$ cat src/varispeed_tape_loop_overdub_defines.svh
// assertion macros for the tape looper
`ifndef VARISPEED_TAPE_LOOP_OVERDUB_DEFINES_SVH
`define VARISPEED_TAPE_LOOP_OVERDUB_DEFINES_SVH
`ifndef SYNTHESIS
`define VTL_ASSERT_NOW(label, ante, cons) \
    label: assert property (@(posedge clk) disable iff (!rst_n) (ante) |-> (cons)) \
        else $error("tape looper check failed");
`define VTL_ASSERT_NEXT(label, ante, cons) \
    label: assert property (@(posedge clk) disable iff (!rst_n) (ante) |=> (cons)) \
        else $error("tape looper check failed");
`else
`define VTL_ASSERT_NOW(label, ante, cons)
`define VTL_ASSERT_NEXT(label, ante, cons)
`endif
`endif

$ cat src/vtl_pkg.sv
package vtl_pkg;

    localparam int TAPE_AW    = 16;
    localparam int TAPE_DEPTH = 1 << TAPE_AW;
    localparam int FRAC_W     = 16;
    localparam int POS_W      = TAPE_AW + FRAC_W;
    localparam int SMP_W      = 16;
    localparam int FRAME_W    = 2 * SMP_W;
    localparam int GAIN_W     = 16;
    localparam int SPEED_W    = 20;
    localparam int CFG_IDX_W  = 2;
    localparam int CFG_DATA_W = 20;
    localparam int ACC_W      = 33;
    localparam int PROD_W     = ACC_W + GAIN_W + 1;
    localparam int ROUND_SH   = 30;
    localparam int Q_W        = PROD_W - ROUND_SH;

    typedef logic [TAPE_AW-1:0]        addr_t;
    typedef logic [POS_W-1:0]          pos_t;
    typedef logic [SMP_W-1:0]          smp_t;
    typedef logic [FRAME_W-1:0]        frame_t;
    typedef logic [GAIN_W-1:0]         gain_t;
    typedef logic signed [SPEED_W-1:0] speed_t;
    typedef logic signed [PROD_W-1:0]  prod_t;

    localparam gain_t  GAIN_RESET  = gain_t'(16384);
    localparam speed_t SPEED_RESET = speed_t'(65536);
    localparam prod_t  ROUND_HALF  = prod_t'(1) <<< (ROUND_SH - 1);
    localparam smp_t   SMP_MAX     = 16'h7fff;
    localparam smp_t   SMP_MIN     = 16'h8000;

    typedef enum logic [CFG_IDX_W-1:0] {
        CFG_LOOP_MODE     = 2'd0,
        CFG_OUTPUT_GAIN   = 2'd1,
        CFG_TAPE_SPEED    = 2'd2,
        CFG_RECORD_ENABLE = 2'd3
    } cfg_idx_t;

    typedef enum logic [4:0] {
        S_IDLE = 5'b00001,
        S_RD2  = 5'b00010,
        S_RDW  = 5'b00100,
        S_WR   = 5'b01000,
        S_OUT  = 5'b10000
    } state_t;

    typedef struct packed {
        logic e1_load;
        logic acc_load;
        logic prod_load;
    } mix_ctl_t;

    // an entry holds recorded data only below the write position, or anywhere once wrapped
    function automatic logic tape_written(input addr_t addr, input addr_t wpos,
                                          input logic wrapped);
        return wrapped || (addr < wpos);
    endfunction

endpackage

$ cat src/vtl_mix.sv
module vtl_mix (
    input  logic               clk,
    input  vtl_pkg::mix_ctl_t  ctl,
    input  vtl_pkg::frame_t    tape_word,
    input  vtl_pkg::frame_t    in_word,
    input  logic [15:0]        frac,
    input  vtl_pkg::gain_t     gain,
    output vtl_pkg::frame_t    overdub_word,
    output vtl_pkg::frame_t    out_word
);

    vtl_pkg::frame_t                     e1_reg;
    logic signed [vtl_pkg::ACC_W-1:0]    acc_reg [2];
    logic signed [vtl_pkg::ACC_W-1:0]    acc_next [2];
    vtl_pkg::prod_t                      prod_reg [2];
    vtl_pkg::prod_t                      prod_next [2];
    logic signed [16:0]                  diff [2];
    logic signed [33:0]                  interp [2];
    logic signed [33:0]                  acc_wide [2];
    logic signed [16:0]                  dub_sum [2];
    vtl_pkg::prod_t                      rnd [2];
    logic signed [vtl_pkg::Q_W-1:0]      q [2];

    always_comb
    begin
        for (int i = 0; i < 2; i++)
        begin
            // s1*(1-f) + s2*f rewritten as s1 + (s2-s1)*f
            diff[i]   = $signed({tape_word[16*i+15], tape_word[16*i +: 16]})
                      - $signed({e1_reg[16*i+15], e1_reg[16*i +: 16]});
            interp[i] = diff[i] * $signed({1'b0, frac});
            acc_wide[i] = interp[i]
                        + ($signed(e1_reg[16*i +: 16]) <<< 16)
                        + ($signed(in_word[16*i +: 16]) <<< 15);
            acc_next[i]  = acc_wide[i][vtl_pkg::ACC_W-1:0];
            prod_next[i] = acc_reg[i] * $signed({1'b0, gain});

            // round half up, floor shift, then clamp
            rnd[i] = prod_reg[i] + vtl_pkg::ROUND_HALF;
            q[i]   = rnd[i][vtl_pkg::PROD_W-1:vtl_pkg::ROUND_SH];
            if ((&q[i][vtl_pkg::Q_W-1:15]) || !(|q[i][vtl_pkg::Q_W-1:15]))
            begin
                out_word[16*i +: 16] = q[i][15:0];
            end
            else
            begin
                out_word[16*i +: 16] = q[i][vtl_pkg::Q_W-1] ? vtl_pkg::SMP_MIN
                                                            : vtl_pkg::SMP_MAX;
            end

            // floor of the halved sum is just the upper bits
            dub_sum[i] = $signed(tape_word[16*i +: 16]) + $signed(in_word[16*i +: 16]);
            overdub_word[16*i +: 16] = dub_sum[i][16:1];
        end
    end

    always_ff @(posedge clk)
    begin
        if (ctl.e1_load)
        begin
            e1_reg <= tape_word;
        end
        for (int i = 0; i < 2; i++)
        begin
            if (ctl.acc_load)
            begin
                acc_reg[i] <= acc_next[i];
            end
            if (ctl.prod_load)
            begin
                prod_reg[i] <= prod_next[i];
            end
        end
    end

endmodule

$ cat config.mk
export PLATFORM = sky130hd
export DESIGN_NAME = vtl_mix
export DESIGN_NICKNAME = d
export VERILOG_FILES = /design/src/varispeed_tape_loop_overdub_defines.svh /design/src/vtl_pkg.sv /design/src/vtl_mix.sv
export SDC_FILE = /design/constraint.sdc
export NUM_CORES = 2
export LEC_CHECK = 0
export BUFFER_PORTS_ARGS = -buffer_cell sky130_fd_sc_hd__buf_2
export CORE_MARGIN = 4
export CORE_UTILIZATION = 28
export DETAILED_ROUTE_END_ITERATION = 6
export PLACE_DENSITY = 0.39
export SLEW_MARGIN = 20
export SYNTH_ARGS = -nofsm -noshare
export SYNTH_HDL_FRONTEND = slang
export SYNTH_SLANG_ARGS = --single-unit
$ cat constraint.sdc
create_clock -name clk -period 9.4 [get_ports clk]
set_input_delay 1.41 -clock clk [delete_from_list [all_inputs] [get_ports clk]]
set_output_delay 1.41 -clock clk [all_outputs]
set_load 0.02 [all_outputs]
Yosys cells after proc, flatten, opt, wreduce, memory -nomap -nowiden
Memory sizes are Yosys's and may differ from the RTL's.
Cells that the tools add are included.
- memories kept: 2
- word-level logic and storage cells: 33
- input port bits: 100
- register bits: 32
- memory bits (writable): 166
- memory list (name ; depth ; width ; rd ports ; clocked after memory_dff ; write ports ; line ; source):
    prod_reg ; 2 ; 50 ; 2 ; 0 ; 2 ; vtl_mix.sv:15 ; vtl_pkg::prod_t prod_reg [2];
    acc_reg ; 2 ; 33 ; 2 ; 0 ; 2 ; vtl_mix.sv:13 ; logic signed [vtl_pkg::ACC_W-1:0] acc_reg [2];
- reduce and logical (&&, ||, !) cells: 8
- multipliers: 4
- mux-type cells: 8
- add/sub/neg operators: 10
- operators with widths (kind ; count):
    adder 50 x 31 -> 50 bit, second input constant ; 2
    multiplier 33 x 17 -> 50 bit ; 2
    adder 33 x 31 -> 33 bit ; 2
    adder 33 x 32 -> 33 bit ; 2
    multiplier 17 x 17 -> 33 bit ; 2
    2-to-1 mux 16 bit ; 4
    adder 16 x 16 -> 17 bit ; 2
    subtractor 16 x 16 -> 17 bit ; 2
    AND reduction 5 bit ; 2
    OR reduction 5 bit ; 2
    2-to-1 mux 1 bit ; 4
    zero test 1 bit ; 2
    logical OR 1 bit ; 2

Logic depth before layout (Yosys ltp)
- depth in word-level cells: 5
- gate-level depth with buffers: 35

Least setup slack after synthesis
OpenSTA, ideal clock, no wires.
- path kind: in2reg
- from: input tape_word[18]
- to: memory acc_reg[0][59] (netlist name) (data pin)
- data required time: 9141 ps
- stages on the path: 31
- arrival time: 8969 ps
- slack: 172 ps
- path buffers: 1
- cell sequence: ha_1 -> nor2b_1 -> o21ai_1 -> a21boi_1 -> o21ai_1 -> a211oi_2 -> o31a_1 -> a21oi_1 -> buf_2 -> nand2_1 -> inv_1 -> fa_1 -> fa_1 -> inv_1 -> fa_1 -> inv_1 -> fa_1 -> fa_1 -> inv_1 -> fa_1 -> inv_1 -> ha_1 -> o21a_1 -> o21a_1 -> o21ai_1 -> a211oi_1 -> or3_1 -> a31o_2 -> a21o_1 -> a21oi_1 -> xnor2_1
- RTL lines (item ; line ; source):
    start, declared ; vtl_mix.sv:4 ; input vtl_pkg::frame_t tape_word,
    end, declared ; vtl_mix.sv:13 ;

==> results.md <==
- Slew HR: 27.7%
- GRT Total Usage: between 10% and 20%
- RSZ-0062 raised after global routing: no
- Routed WL per cell: 18.7 um
- Vias/cell: 4.46
- I/O pins: 164
- Cells on worst reg2reg path: 35
- Worst setup SP type: primary input
- Area of the mapped netlist: 68,100 um^2
- CTS H-tree lvls: 4
- Routed Wire Length: 202,000 um
- Max Root-Sink Buffers: 2
- Total congestion overflow: 0
- Highest-count cells in the layout ignoring fill and taps: inv_1 (1,948), fa_1 (1,600), nand2_1 (950)
- Clock transition at the registers of the reported paths: approximately 0.070 ns
- Mapped Cells: 7,484
- Pin count of the biggest net entering global routing: 62
- Initial DRT Pass Iterations: 6
- Share of cells above drive strength 1: 7.37%
- Final Cycle Share: slightly below 100%
- Post-synth ARST share: 0%
- Die ar.: roughly 250,000 um^2
- Vias in the first global route: 55,000
- CTS tree: built
- DRC: 0
- Compound-Gate Fraction of Synth Area: 5.11%
- CP peak stage delay: 0.53 ns
- Yosys reg bits: 140
- Post-synthesis xor/xnor area fraction: around 3%
- Hold Vio Cnt, Final: 0
- Distinct cells, synth: 81
- CTS buffer count: 17
- Rows: 180
- Seq/Total Area, Yosys: 6.17%
- Starting Density: 28.2%
- I/O Buffers: roughly 160
- First-pass GRT wire length: 326,000 um
- Most common flop cell mapped by yosys: edfxtp_1
- Fmax: about 110 MHz
- Post-route antenna net violation count: 0
- P&R area growth vs syn: 9.96%
- Setup-failing EPs final: 0
- Placed instance count: 10,800
- Final Skew: about 0.035 ns
- Post-synthesis mux area share: less than 1%
- Largest register FFs: 66
- Crit path arrival time: 9.35 ns
- Hold/Removal Path Class: reg -> reg
- Commonest non-fill, non-tap cell in the layout: inv_1
- Crit path top cell by count: fa_1
- Vert. Die Dim: 501 um
- Crit path required time: 9.68 ns
- Syn_area_per_cell: 9.10 um^2
- Critical path type: in -> reg
- Post-route minimum period: 9.07 ns
- Post-route insts no fill: around 11,000
- Worst setup margin: between 0.3 and 0.4 ns
- Hold buffers post-CTS: 0
- Core area: 241,000 um^2
- Hold depth: 3
- Final net count: 9,904
- DIE WIDTH: 501 um
- CP Max Fanout: 8
- Initial antenna violation count: 14
- Yosys warns: 0
- Syn nets: 9,736
- Slew Viols, Final: 0
- Root Buffer: clkbuf_16
- Main combinational cell family by area after synthesis: adder cells
- Simple-gate share of the synthesized area: between 15 and 20%
- Status: finished, final reports clean
- Synth Area in Adders: 57.1%
- Actual slew at the worst max-slew pin: 1.08 ns
- CP Capture Type: flip-flop
- # clock sinks: 140
- Vias: about 48,000
- Worst skew pair latency: 0.55 ns
- Placer Congestion: 0.818
- CP max-delay cell: fa_1
- Placement Setup Slack: -0.364 ns
- Maxcap violations: 0
- Initial drt markers: 2,409
- Post-synth EDFFs: 140
- DP HPWL: 166,000 um
- WHS: 1.01 ns
worst max-delay path: cells and delay by family:
kind                       cells  cell delay (ns)
AOI/OAI and AO/OA             11             2.44
xor gates and xnor gates       2             0.25
adders and majority gates      8             3.56
buffers and inverters         10             1.17
and+or+nand+nor                5             0.50
kinds of logic after synthesis:
logic type                 count (synthesis)
and+or+nand+nor                         2164
xor gates and xnor gates                 232
buffers and inverters                   2274
AOI/OAI and AO/OA                        521
adders and majority gates               2152
DFF                                      140
muxes                                      1
Yosys cell counts, types with 16 or more instances:
cell	count	area [um^2]
nand2b_1	28	175
nand2_1	950	3570
nor3b_1	33	248
inv_1	1949	7320
o21ai_0	86	430
xnor2_1	162	1420
xor2_1	70	613
ha_1	552	6910
nor2_1	132	495
nor3_1	38	190
a31oi_1	27	169
and3_1	28	175
nand3b_1	32	240
a21o_1	67	503
clkbuf_1	307	1150
nand4_1	23	144
o21a_1	28	210
and2_1	654	4090
edfxtp_1	140	4200
fa_1	1600	32000
nor2b_1	81	507
o211ai_1	34	255
or3_1	22	138
a21oi_1	132	661
nand4b_1	18	158
nand3_1	84	420
a211oi_1	16	120
metal layers:
metal	vias to the layer above	GRT usage [%]	wire, um
met4	2	2.72	2950
met2	767	28.5	96200
met5	-	0	20
met3	121	2.24	7690
li1	22400	-	-
met1	25100	23.3	95600
final timing paths:
kind	start	end	slack, ns
max	tape_word[1]	acc_reg[0][21]$_DFFE_PP_	0.33
min	e1_reg[16]$_DFFE_PP_	acc_reg[0][33]$_DFFE_PP_	1.01
max reg2reg	e1_reg[1]$_DFFE_PP_	acc_reg[0][21]$_DFFE_PP_	0.74
min reg2reg	e1_reg[16]$_DFFE_PP_	acc_reg[0][33]$_DFFE_PP_	1.01
per-stage QoR:
step	util [%]	instance area (um^2)	setup TNS (ns)
3_5_place_dp	30.7	74200	-2.94
5_1_grt	31.0	74900	0
3_3_place_gp	30.7	74200	-2.34
6_report	31.0	74900	0
2_1_floorplan	-	68100	0
4_1_cts	31.0	74800	0
final cells by class:
cell class / count / area, um^2
timing repair buffer: 474 / 3370
clock buffer: 18 / 429
clock inverter: 13 / 151
fill: 25700 / 167000
multi-input combinational: 5070 / 55500
sequential: 140 / 4200
inverter: 1949 / 7320
antenna: 2 / 5.00
tap: 3185 / 3990
repair_timing:
item                                    CTS  global route
setup buffers                             0             2
endpoints found under the setup margin    0             9
resized for setup                         0            12
Power is left out: the tool's default activity adds up to more than one toggle a clock period on the data nets, which glitch-free logic cannot reach.
